[config.mk]
export PLATFORM = sky130hd
export DESIGN_NAME = ascii_command_frame_controller_unit
export DESIGN_NICKNAME = d
export VERILOG_FILES = /design/src/rtl/acfc_pkg.sv /design/src/rtl/ascii_command_frame_controller_unit.sv
export SDC_FILE = /design/constraint.sdc
export NUM_CORES = 1
export LEC_CHECK = 0
export ABC_CLOCK_PERIOD_IN_PS = 6700
export BUFFER_PORTS_ARGS = -buffer_cell sky130_fd_sc_hd__buf_2
export CAP_MARGIN = 25
export CORE_MARGIN = 4
export CORE_UTILIZATION = 58
export CTS_CLUSTER_DIAMETER = 50
export DETAILED_ROUTE_END_ITERATION = 8
export GPL_ROUTABILITY_DRIVEN = 0
export GPL_TIMING_DRIVEN = 0
export PLACE_DENSITY = 0.73
export SKIP_CTS_REPAIR_TIMING = 1
export SYNTH_ARGS = -nofsm -noshare
export SYNTH_HDL_FRONTEND = slang
export SYNTH_SLANG_ARGS = --single-unit
export TNS_END_PERCENT = 50
[constraint.sdc]
create_clock -name clk -period 6.7 [get_ports clk]
set_clock_uncertainty 0.05 [all_clocks]
set_input_delay 0 -clock clk [delete_from_list [all_inputs] [get_ports clk]]
set_output_delay 0 -clock clk [all_outputs]
set_load 0.01 [all_outputs]
[src/rtl/acfc_pkg.sv]
package acfc_pkg;

	localparam int BYTE_W     = 8;
	localparam int HIST_DEPTH = 6;
	localparam int DIGIT_W    = 4;
	localparam int CMD_W      = 3;
	localparam int INTERVAL_W = 14;
	localparam int ADDR_W     = 4;
	localparam int ACTION_W   = 2;

	typedef logic [BYTE_W-1:0]     byte_t;
	typedef logic [DIGIT_W-1:0]    digit_t;
	typedef logic [CMD_W-1:0]      cmd_t;
	typedef logic [INTERVAL_W-1:0] interval_t;
	typedef logic [ADDR_W-1:0]     addr_t;
	typedef logic [ACTION_W-1:0]   action_t;

	// frame characters
	localparam byte_t CH_END  = 8'h59; // 'Y'
	localparam byte_t CH_SEP  = 8'h58; // 'X'
	localparam byte_t CH_ZERO = 8'd48;
	localparam byte_t CH_NINE = 8'd57;
	localparam byte_t CH_CMD_LO = 8'd49; // '1'
	localparam byte_t CH_CMD_HI = 8'd53; // '5'

	localparam interval_t INTERVAL_RESET = 14'd2000;
	localparam interval_t MAX_REG        = 14'd15;

	// actions requested towards the sensor side
	localparam action_t ACT_NONE = 2'd0;
	localparam action_t ACT_UP   = 2'd1;
	localparam action_t ACT_DOWN = 2'd2;
	localparam action_t ACT_READ = 2'd3;

	// command numbers, taken from the low bits of '1'..'5'
	localparam cmd_t CMD_POWER    = 3'd1;
	localparam cmd_t CMD_LUX      = 3'd2;
	localparam cmd_t CMD_IR       = 3'd3;
	localparam cmd_t CMD_INTERVAL = 3'd4;
	localparam cmd_t CMD_READ     = 3'd5;

	function automatic logic is_digit(byte_t c);
		return (c >= CH_ZERO) && (c <= CH_NINE);
	endfunction

	// only meaningful for '0'..'9'
	function automatic digit_t digit_of(byte_t c);
		byte_t d;
		d = c - CH_ZERO;
		return d[DIGIT_W-1:0];
	endfunction

endpackage

[src/rtl/ascii_command_frame_controller_unit.sv]
// ASCII command frame controller. Received serial bytes enter one beat at a
// time on the input channel; the block keeps the six bytes before the current
// one and, whenever a 'Y' arrives, checks the seven-byte frame
// "<cmd> X d d d d Y": command '1'..'5', separator 'X', four ASCII digits.
// A good frame toggles sensor power (1, with a power-up or power-down
// action), toggles lux (2) or infrared (3) reporting, sets the sampling
// interval to the nonzero decimal value (4), or requests a read of sensor
// register 0..15 (5). Every input beat gives exactly one result beat showing
// the flags and interval after that byte. Throughput is one byte per clock;
// each byte passes the input register then the result register, and the
// frame check, the four-digit decimal sum and the state update all sit in
// the single logic stage between them. The result register is refilled in
// the cycle it is taken, so only a held out_ready throttles the input.
module ascii_command_frame_controller_unit (
	input  logic                      clk,
	input  logic                      arst_n,
	input  logic                      in_valid,
	output logic                      in_ready,
	input  acfc_pkg::byte_t           rx_byte,
	output logic                      out_valid,
	input  logic                      out_ready,
	output logic                      frame_valid,
	output acfc_pkg::action_t         action,
	output acfc_pkg::addr_t           register_address,
	output logic                      sensor_on,
	output logic                      lux_report_on,
	output logic                      ir_report_on,
	output acfc_pkg::interval_t       interval_ms
);
	import acfc_pkg::*;

	// input register
	logic      valid_s1;
	byte_t     byte_s1;

	// frame state
	byte_t     hist_q [HIST_DEPTH];
	logic      power_q;
	logic      lux_q;
	logic      ir_q;
	interval_t interval_q;

	// result register
	logic      out_valid_s2;
	logic      frame_valid_s2;
	action_t   action_s2;
	addr_t     addr_s2;

	// frame decode
	logic      advance;
	logic      cmd_ok;
	logic      digits_ok;
	logic      frame_ok;
	cmd_t      cmd_code;
	interval_t value;
	logic      power_d;
	logic      lux_d;
	logic      ir_d;
	interval_t interval_d;
	action_t   action_d;
	addr_t     addr_d;

	// Move the byte held at the input stage into the result register whenever
	// that register is empty or is being taken this cycle.
	assign advance  = valid_s1 && (!out_valid_s2 || out_ready);
	assign in_ready = !valid_s1 || advance;

	assign cmd_ok    = (hist_q[0] >= CH_CMD_LO) && (hist_q[0] <= CH_CMD_HI);
	assign digits_ok = is_digit(hist_q[2]) && is_digit(hist_q[3]) &&
	                   is_digit(hist_q[4]) && is_digit(hist_q[5]);
	assign frame_ok  = (byte_s1 == CH_END) && cmd_ok && (hist_q[1] == CH_SEP)
	                   && digits_ok;
	assign cmd_code  = hist_q[0][CMD_W-1:0];

	// Decimal value of the four digits, oldest digit most significant.
	assign value = INTERVAL_W'(digit_of(hist_q[2])) * INTERVAL_W'(1000)
	             + INTERVAL_W'(digit_of(hist_q[3])) * INTERVAL_W'(100)
	             + INTERVAL_W'(digit_of(hist_q[4])) * INTERVAL_W'(10)
	             + INTERVAL_W'(digit_of(hist_q[5]));

	always_comb begin
		power_d    = power_q;
		lux_d      = lux_q;
		ir_d       = ir_q;
		interval_d = interval_q;
		action_d   = ACT_NONE;
		addr_d     = '0;
		if (frame_ok) begin
			unique case (cmd_code)
				CMD_POWER: begin
					power_d  = !power_q;
					action_d = power_q ? ACT_DOWN : ACT_UP;
				end
				CMD_LUX: begin
					lux_d = !lux_q;
				end
				CMD_IR: begin
					ir_d = !ir_q;
				end
				CMD_INTERVAL: begin
					// a zero interval is ignored
					if (value != '0) begin
						interval_d = value;
					end
				end
				CMD_READ: begin
					// only the sixteen sensor registers are readable
					if (value <= MAX_REG) begin
						action_d = ACT_READ;
						addr_d   = value[ADDR_W-1:0];
					end
				end
				default: begin
				end
			endcase
		end
	end

	// Input register: hold the byte until it moves on.
	always_ff @(posedge clk or negedge arst_n) begin
		if (!arst_n) begin
			valid_s1 <= 1'b0;
		end else if (in_ready) begin
			valid_s1 <= in_valid;
		end
	end

	always_ff @(posedge clk) begin
		if (in_ready && in_valid) begin
			byte_s1 <= rx_byte;
		end
	end

	// Frame state: shift the history and commit the command as the byte
	// moves into the result register.
	always_ff @(posedge clk or negedge arst_n) begin
		if (!arst_n) begin
			for (int i = 0; i < HIST_DEPTH; i++) begin
				hist_q[i] <= '0;
			end
			power_q    <= 1'b0;
			lux_q      <= 1'b0;
			ir_q       <= 1'b0;
			interval_q <= INTERVAL_RESET;
		end else if (advance) begin
			for (int i = 0; i < HIST_DEPTH - 1; i++) begin
				hist_q[i] <= hist_q[i+1];
			end
			hist_q[HIST_DEPTH-1] <= byte_s1;
			power_q    <= power_d;
			lux_q      <= lux_d;
			ir_q       <= ir_d;
			interval_q <= interval_d;
		end
	end

	// Result register: drop the beat once taken, unless a new one replaces it.
	always_ff @(posedge clk or negedge arst_n) begin
		if (!arst_n) begin
			out_valid_s2 <= 1'b0;
		end else if (advance) begin
			out_valid_s2 <= 1'b1;
		end else if (out_ready) begin
			out_valid_s2 <= 1'b0;
		end
	end

	always_ff @(posedge clk) begin
		if (advance) begin
			frame_valid_s2 <= frame_ok;
			action_s2      <= action_d;
			addr_s2        <= addr_d;
		end
	end

	// The flag and interval registers change only together with the result
	// register, so they show the state after the beat being presented.
	assign out_valid        = out_valid_s2;
	assign frame_valid      = frame_valid_s2;
	assign action           = action_s2;
	assign register_address = addr_s2;
	assign sensor_on        = power_q;
	assign lux_report_on    = lux_q;
	assign ir_report_on     = ir_q;
	assign interval_ms      = interval_q;

endmodule

---- Word level (Yosys, flattened, before mapping) ----
Cells that the tools add are included.
cells by class
  multiply operators ...................... 3
  reduce and logical (&&, ||, !) cells .... 27
  magnitude comparators ................... 11
  add/subtract/negate cells ............... 7
  muxes and demuxes ....................... 5
  eq/ne operators ......................... 7
operators by type and width
  kind                                                                    number
  8-bit by 6-bit >= comparator with 1-bit output, second input constant   5
  8-bit by 6-bit <= comparator with 1-bit output, second input constant   5
  8-bit by 7-bit == test with 1-bit output, second input constant         2
  4-bit by 1-bit subtractor with 4-bit output, second input constant      4
  14-bit by 11-bit adder with 14-bit output                               1
  14-bit by 4-bit adder with 14-bit output                                1
  14-bit by 8-bit adder with 14-bit output                                1
  14-bit by 4-bit <= comparator with 1-bit output, second input constant  1
  14-bit nonzero test                                                     1
  1-bit logical AND                                                       13
  3-bit AND reduction                                                     4
  4-bit by 7-bit multiplier with 11-bit output, second input constant     1
  4-bit by 5-bit multiplier with 9-bit output, second input constant      1
  4-bit by 3-bit multiplier with 7-bit output, second input constant      1
  3-bit by 2-bit == test with 1-bit output, second input constant         2
  3-bit == test, second input constant                                    2
  1-bit zero test                                                         5
  2-bit 2-to-1 mux                                                        2
  2-bit case mux with 2 select lines                                      1
  4-bit AND reduction                                                     1
  3-bit by 1-bit == test with 1-bit output, second input constant         1
  1-bit logical OR                                                        2
  1-bit 2-to-1 mux                                                        2
  2-bit nonzero test                                                      1
storage, ports and cells
  bits in registers ....................... 82
  word-level logic and storage cells ...... 76
  input bits .............................. 12
  output and inout bits ................... 26

---- Longest topological paths before layout ----
Gate-level depths: netlist (run 1).
  depth after elaboration ................. 8
  gate-level depth with buffers ........... 21
  depth with buffers taken out ............ 19

---- Worst setup path before layout (run 1) ----
Ideal clock, no wire load.
  kind .................................... register to register
  from .................................... register hist_q[26] in the netlist's numbering
  to ...................................... register interval_q[6] (netlist: interval_ms[6])
  setup slack ............................. 1.531 ns
  period minus slack after synthesis ...... 5.169 ns
  buffers on the path ..................... 1
  cell stages (with the launch flop) ...... 20
  arrival ................................. 5.034 ns
  required time ........................... 6.565 ns
  path through ............................ dfrtp_1 fa_1 inv_1 fa_1 inv_1 ha_1 a21o_1 a21oi_1 xnor2_1 ha_1 ha_1 ha_1 buf_6 a21o_1 a2111o_1 o41a_1 o211ai_2 xor2_2 a41oi_2 mux2_1
on the way
  longest elaborated chain between the ends .. 7
  elaborated cells on any way between the ends .. 14
  classes of those cells .................. 4 x add/sub; 1 x mul; 2 x order compare; 7 x reduce/logical
ends and longest elaborated chain
  what                                                                                      line                                                                                   text
  start, declared                                                                           ascii_command_frame_controller_unit.sv:37                                              byte_t hist_q [HIST_DEPTH];
  start signal, assigned by index                                                           ascii_command_frame_controller_unit.sv:147                                             hist_q[i] <= hist_q[i+1];
  start signal, assigned by index                                                           ascii_command_frame_controller_unit.sv:149                                             hist_q[HIST_DEPTH-1] <= byte_s1;
  4-bit by 1-bit subtractor with 4-bit output, or another cell as far along                 acfc_pkg.sv:49                                                                         d = c - CH_ZERO;
  4-bit by 7-bit multiplier with 11-bit output / 1-bit logical AND (equally long branches)  ascii_command_frame_controller_unit.sv:76, acfc_pkg.sv:43
  14-bit by 11-bit adder with 14-bit output / 1-bit logical AND (equally long branches)     ascii_command_frame_controller_unit.sv:77, ascii_command_frame_controller_unit.sv:69
  14-bit by 8-bit adder with 14-bit output / 1-bit logical AND (equally long branches)      ascii_command_frame_controller_unit.sv:78, ascii_command_frame_controller_unit.sv:69
  14-bit by 4-bit adder with 14-bit output / 1-bit logical AND (equally long branches)      ascii_command_frame_controller_unit.sv:79, ascii_command_frame_controller_unit.sv:70
  14-bit nonzero test / 1-bit logical AND (equally long branches)                           ascii_command_frame_controller_unit.sv:102, ascii_command_frame_controller_unit.sv:72
  4-bit AND reduction (no line)                                                             n/a
  end signal, assigned                                                                      ascii_command_frame_controller_unit.sv:153                                             interval_q <= interval_d;
  end, declared                                                                             ascii_command_frame_controller_unit.sv:41                                              interval_t interval_q;
Parallel ways exist; a longest one is shown, timed or not.
A chain may end at the register's enable or synchronous reset.

---- Worst setup path after layout (run 1) ----
  from .................................... register hist_q[26] in the netlist's numbering
  to ...................................... register interval_q[5] (netlist: interval_ms[5])
Same word-level chain as after synthesis.

==> summary.txt, run 1 <==
GRT
  – First-pass GRT wire length: 17400 µm
  – Vias in the first global route: 3725
  – Initial antenna violation count: 0
  – Pin count of the biggest net entering global routing: 68
  – All-Layer GR Usage: 0.208
  – GR Overflow Total: 0

Floorplanning
  – DIE WIDTH: 103 µm
  – Row cnt: 34
  – DIE AREA: 10500 µm²
  – Starting Density: 0.596
  – Boundary pin count: 38
  – DIE HEIGHT: 103 µm
  – Core area: 8720 µm²

Drt
  – Post-DR vias/cell: 5.41
  – Post-route ant nets: 0
  – Via Count: 3809
  – Initial DRT Pass Iterations: 4
  – Wire per inst: 14.7 µm
  – DRT Wirelength: 10300 µm
  – Drt first-iter violations: 137
  – DR DRC count: 0

Final layout
  – Post-layout net count: 679
  – ANT cells: 0
  – Most common cell after layout, fill and taps aside: nand2_1
  – Multi-input logic area: 2810 µm²
  – Commonest cells after routing, fill and taps aside: nand2_1 (138), dfrtp_1 (61), ha_1 (59), inv_1 (46), buf_2 (37)
  – Register area: 2130 µm²
  – Share of cells above drive strength 1: 0.117
  – # fillers: 687
  – Syn-to-layout area delta: 12.1%

Run
  – Max-cap viol count: 0

Synthesis
  – Syn Nets: 619
  – Post-synth cell types: 58
  – Seq/Total Area, Yosys: 0.411
  – #FFs+latches synth: 82
  – Mapped cell area: 5200 µm²
  – Post-Syn Instances: 531
  – Ys flop type: dfrtp_1
  – Post-synth EDFFs: 15
  – Ys Warns: 0
  – Syn Area/Cell: 9.79 µm²
  – FFs w/ async S/R, synth: 0.817

Timing
  – Max Slew Vio Count: 0
  – Fmax: 177 MHz
  – Tcrit/Tclk final: 0.843
  – Setup TNS Final: 0 ns
  – Slew headroom: 0.452
  – Setup violators final: 0
  – Post-layout minimum cycle time: 5.65 ns
  – RSZ-0062 raised after global routing: false
  – Slew @ Worst Pin: 0.822 ns
  – Fin. Hold Viols: 0

Critical path
  – CP Class: flop to flop
  – Crit Path Max Fanout: 10
  – Crit path DAT: 5.81 ns
  – CP required: 6.86 ns
  – CP endpoint kind: flop
  – Worst setup SP type: flop

Clocking
  – Bufs on Longest Clock Path: 2
  – Worst-path clk slew: 0.08 ns
  – Root Driver: clkbuf_8
  – Clk sink count: 82
  – CTS tree: done
  – Worst-skew pair later-pin latency: 0.34 ns
  – CTS Buf Count: 9
  – H-tree depth: 3

Hold path
  – Worst hold path class: input port to asynchronous set/reset pin

Run status
  – Status: finished, final reports clean

Place
  – # port buffers: 37
  – DP HPWL: 7960 µm
[worst paths after layout]
check / startpoint / to / slack, ns / cells past startpoint
min reg2reg: byte_s1[4] / hist_q[4] / 0.42 / 2
min in group clk: rx_byte[6] / byte_s1[6] / 0.32 / 2
max: hist_q[26] / interval_ms[5] / 1.05 / 18
max in group asynchronous: arst_n / hist_q[6] / 5.81 / 2
min: arst_n / interval_ms[13] / 0.25 / 2
max reg2reg: hist_q[26] / interval_ms[5] / 1.05 / 18
[registers in the layout, summed over array words and instances, names as in the netlist]
signal and cells:
action 2, sensor_on 1, lux_report_on 1, register_address 4
hist_q 45, cmd_code 3, out_valid 1, byte_s1 8
ir_report_on 1, frame_valid 1, interval_ms 14, valid_s1 1
[through the flow]
step	utilization	setup slack, ns	instances	hold slack, ns	cell area [µm²]
3_5_place_dp	0.633	1.07	676	0.0977	5520
5_1_grt	0.668	0.711	704	0.317	5830
3_3_place_gp	0.633	1.14	676	0.126	5520
6_report	0.668	1.05	704	0.249	5830
2_1_floorplan	-	1.53	531	-0.346	5200
4_1_cts	0.654	1.03	692	-0.267	5710
[cell usage after synthesis, types with 2 or more instances]
cell | n | share of area
nand2_1 | 138 | 0.10
dfrtp_1 | 61 | 0.29
ha_1 | 59 | 0.14
inv_1 | 46 | 0.033
a21oi_1 | 20 | 0.019
fa_1 | 17 | 0.065
o21ai_0 | 17 | 0.016
edfxtp_1 | 15 | 0.087
nor2_1 | 13 | 0.0094
xnor2_1 | 13 | 0.022
clkbuf_1 | 11 | 0.0079
o21ai_1 | 10 | 0.0096
a21o_1 | 7 | 0.010
and2_1 | 6 | 0.0072
dfstp_2 | 6 | 0.030
nand2b_1 | 5 | 0.0060
nand3_1 | 5 | 0.0048
nand4_1 | 5 | 0.0060
xor2_1 | 5 | 0.0084
a31oi_1 | 4 | 0.0048
and4b_1 | 4 | 0.0077
nor2b_1 | 4 | 0.0048
nor3_1 | 4 | 0.0039
mux2i_1 | 3 | 0.0058
nor4b_1 | 3 | 0.0051
o211ai_1 | 3 | 0.0043
o21a_1 | 3 | 0.0043
o21bai_1 | 3 | 0.0043
a211o_1 | 2 | 0.0034
a211oi_1 | 2 | 0.0029
and4_1 | 2 | 0.0034
buf_1 | 2 | 0.0014
buf_6 | 2 | 0.0043
mux2_1 | 2 | 0.0043
nand4b_1 | 2 | 0.0034
nor4_4 | 2 | 0.0082
nor4bb_1 | 2 | 0.0039
or2_1 | 2 | 0.0024
or2_2 | 2 | 0.0024
[layout make-up]
| type | instances | share of cell area |
|---|---|---|
| Buffer | 16 | 0.0131 |
| Clock buffer | 11 | 0.0226 |
| Clock inverter | 5 | 0.00945 |
| Inverter | 47 | 0.0303 |
| Multi-Input combinational cell | 386 | 0.482 |
| Sequential cell | 82 | 0.366 |
| Tap cell | 108 | 0.0232 |
| Timing Repair Buffer | 49 | 0.0528 |
[routing by layer]
layer	vias up	track usage	wire length, µm
li1	1898	-	-
met2	69	0.341	5120
met5	-	0	0
met3	7	0.0325	368
met4	0	0.0585	89
met1	1835	0.290	4750
[kinds of logic (layout without fill, tap and decap cells)]
group / count (synthesis) / in the layout / synth area share
xor gates and xnor gates: 19 / 19 / 0.0335
muxes: 6 / 6 / 0.0123
buffers and inverters: 63 / 128 / 0.0486
adders and majority gates: 76 / 76 / 0.208
AOI/OAI and AO/OA: 80 / 80 / 0.0975
DFF: 82 / 82 / 0.411
and+or+nand+nor: 205 / 205 / 0.190
[worst max-delay path, stage by stage (launching register included)]
cell and delay (ns):
dfrtp_1 0.49, fa_1 0.67, inv_1 0.09, fa_1 0.50, inv_1 0.04, ha_1 0.34, a21o_1 0.19, a21oi_1 0.21
xnor2_1 0.18, ha_1 0.27, ha_1 0.30, ha_1 0.30, buf_6 0.14, a21o_1 0.21, mux2_1 0.30, nor3_1 0.60
a41oi_2 0.29, buf_6 0.22, mux2i_1 0.11
Power of run 1 is not shown: default switching activity piles up to over one toggle a cycle in this logic, so the estimate is an artifact.
==> inputs of run 2 (changes only) <==
--- a/config.mk
+++ b/config.mk
@@ -5,11 +5,11 @@
 export SDC_FILE = /design/constraint.sdc
 export NUM_CORES = 1
 export LEC_CHECK = 0
-export ABC_CLOCK_PERIOD_IN_PS = 6700
+export ABC_CLOCK_PERIOD_IN_PS = 5080
 export BUFFER_PORTS_ARGS = -buffer_cell sky130_fd_sc_hd__buf_2
 export CAP_MARGIN = 25
 export CORE_MARGIN = 4
-export CORE_UTILIZATION = 58
+export CORE_UTILIZATION = 55
 export CTS_CLUSTER_DIAMETER = 50
 export DETAILED_ROUTE_END_ITERATION = 8
 export GPL_ROUTABILITY_DRIVEN = 0
==> constraint.sdc (replaced) <==
create_clock -name clk -period 5.08 [get_ports clk]
set_clock_uncertainty 0.05 [all_clocks]
set_input_delay 0 -clock clk [delete_from_list [all_inputs] [get_ports clk]]
set_output_delay 0 -clock clk [all_outputs]
set_load 0.01 [all_outputs]
==> run 2 against run 1 <==
Compared with the run above:
- register-to-register slack worse by 0.99 ns
- setup slack worse by 0.99 ns
- global-route usage is 1.3 points lower
- final cell count is 5.1% higher
- critical path type unchanged
- flip-flop and latch count stayed put
- first-iteration DRC count is 39% higher
- clock-buffer cell count is 1 lower
- critical path depth is 1 lower
- cell area is 5.3% higher
- wire length is 2.1% higher
- sequential share of layout area is 1.8 points lower
- core utilization is 0.41 points lower
==> summary.txt, run 2 (synthesis gave the netlist of run 1 again) <==
Drt
  – Post-DR vias/cell: 5.26 (-2.7%)
  – DR DRC count: 0 (unchanged)
  – Drt first-iter violations: 190 (+39%)
  – Via Count: 3895 (+2.3%)
  – Wire per inst: 14.3 µm (-2.8%)
  – Initial DRT Pass Iterations: 4 (unchanged)
  – DRT Wirelength: 10500 µm (+2.1%)
  – Post-route ant nets: 0 (unchanged)

Final layout
  – # fillers: 747 (+8.7%)
  – Commonest cells after routing, fill and taps aside: nand2_1 (138), dfrtp_1 (58), ha_1 (51), inv_1 (44), buf_2 (37)
  – Max reg flops: 45 (unchanged)
  – Share of cells above drive strength 1: 0.187 (+0.0691)
  – Syn-to-layout area delta: 18.1%
  – Post-layout net count: 694 (+2.2%)
  – ANT cells: 0 (unchanged)
  – Most common cell after layout, fill and taps aside: nand2_1
  – Core Util, Final: 0.664 (-0.00409)
  – Top reg by flops: hist_q

Timing
  – Slew @ Worst Pin: 0.827 ns (+0.00488 ns)
  – Fmax: 199 MHz (+13%)
  – Fin. Hold Viols: 0 (unchanged)
  – Slew headroom: 0.449 (-0.00326)
  – Tcrit/Tclk final: 0.988 (+0.145)
  – Max Slew Vio Count: 0 (unchanged)
  – Post-layout minimum cycle time: 5.02 ns (-0.631 ns)
  – Setup violators final: 0 (unchanged)
  – RSZ-0062 raised after global routing: true

GRT
  – All-Layer GR Usage: 0.196 (-0.0126)
  – First-pass GRT wire length: 17600 µm (+1.3%)
  – GR Overflow Total: 0 (unchanged)
  – Initial antenna violation count: 0 (unchanged)
  – Vias in the first global route: 3777 (+1.4%)
  – Pin count of the biggest net entering global routing: 68 (unchanged)

Floorplanning
  – DIE HEIGHT: 105 µm (+2.5%)
  – DIE WIDTH: 105 µm (+2.5%)
  – Boundary pin count: 38 (unchanged)
  – Core area: 9240 µm² (+6.0%)
  – Row cnt: 35 (+2.9%)
  – DIE AREA: 11100 µm² (+5.0%)
  – Starting Density: 0.562 (-0.0335)

Critical path
  – Crit Path Max Fanout: 8 (-2)
  – CP endpoint kind: flop
  – CP required: 5.31 ns (-1.55 ns)
  – Crit path DAT: 5.25 ns (-0.56 ns)
  – Worst setup SP type: flop
  – CP Class: flop to flop

Place
  – # port buffers: 37 (unchanged)
  – DP HPWL: 7800 µm (-1.9%)

Clocking
  – Worst-path clk slew: 0.08 ns (about the same)
  – CTS Buf Count: 9 (unchanged)
  – CTS tree: done
  – Root Driver: clkbuf_8
  – Bufs on Longest Clock Path: 2 (unchanged)
  – Worst-skew pair later-pin latency: 0.36 ns (+0.02 ns)
  – Clk sink count: 82 (unchanged)
  – H-tree depth: 3 (unchanged)

Run status
  – Status: finished, final reports clean

Hold path
  – Worst hold path class: input port to asynchronous set/reset pin

Run
  – Max-cap viol count: 0 (unchanged)
==> run 2: metal layers <==
metal,global-route usage,share of wire,vias to the layer above
met5,0,0,-
met4,0.0440,0.011,0
met3,0.0426,0.043,13
met2,0.323,0.49,88
met1,0.266,0.46,1867
li1,-,-,1927
==> run 2: through the flow <==
step	TNS, ns	hold WS, ns	area (µm²)	setup WS, ns	cells
final	0	0.238	6130	0.0625	740
after global placement	-4.09	0.126	5560	-0.312	697
after floorplan	0	-0.346	5220	0.0434	531
after detailed placement	-6.77	0.0929	5570	-0.450	697
after CTS	-7.26	-0.296	5750	-0.469	713
after global routing	-1.60	0.296	6130	-0.142	740
==> run 2: worst max-delay path, stage by stage, from the launching register on <==
cell and delay (ns):
dfrtp_2 0.46, fa_2 0.64, buf_4 0.13, fa_1 0.42, ha_1 0.37, xnor2_1 0.20, ha_1 0.26, ha_1 0.32
ha_1 0.28, clkbuf_4 0.17, and4_4 0.24, nand2_1 0.05, o211ai_1 0.27, xor2_2 0.28, nor4_4 0.05, buf_4 0.18
a41oi_4 0.20, mux2_2 0.37
==> run 2: final timing paths <==
check	end	depth (start not counted)	startpoint	slack (ns)
setup / recovery	interval_ms[9]	17	hist_q[27]	0.06
setup reg to reg	interval_ms[9]	17	hist_q[27]	0.06
hold / removal	interval_ms[5]	2	arst_n	0.24
max in group asynchronous	hist_q[27]	2	arst_n	4.15
hold reg to reg	hist_q[4]	2	byte_s1[4]	0.41
min in group clk	byte_s1[5]	2	rx_byte[5]	0.29
==> run 2: area by class of cell <==
class	count	area (µm²)	share of cell area
Clock inverter	6	47.5	0.00775
Inverter	47	176	0.0288
Sequential cell	82	2140	0.349
Clock buffer	10	138	0.0224
Tap cell	129	161	0.0263
Multi-Input combinational cell	386	2980	0.485
Buffer	14	63.8	0.0104
Timing Repair Buffer	66	433	0.0706
Power of run 2 is left out for the same reason.
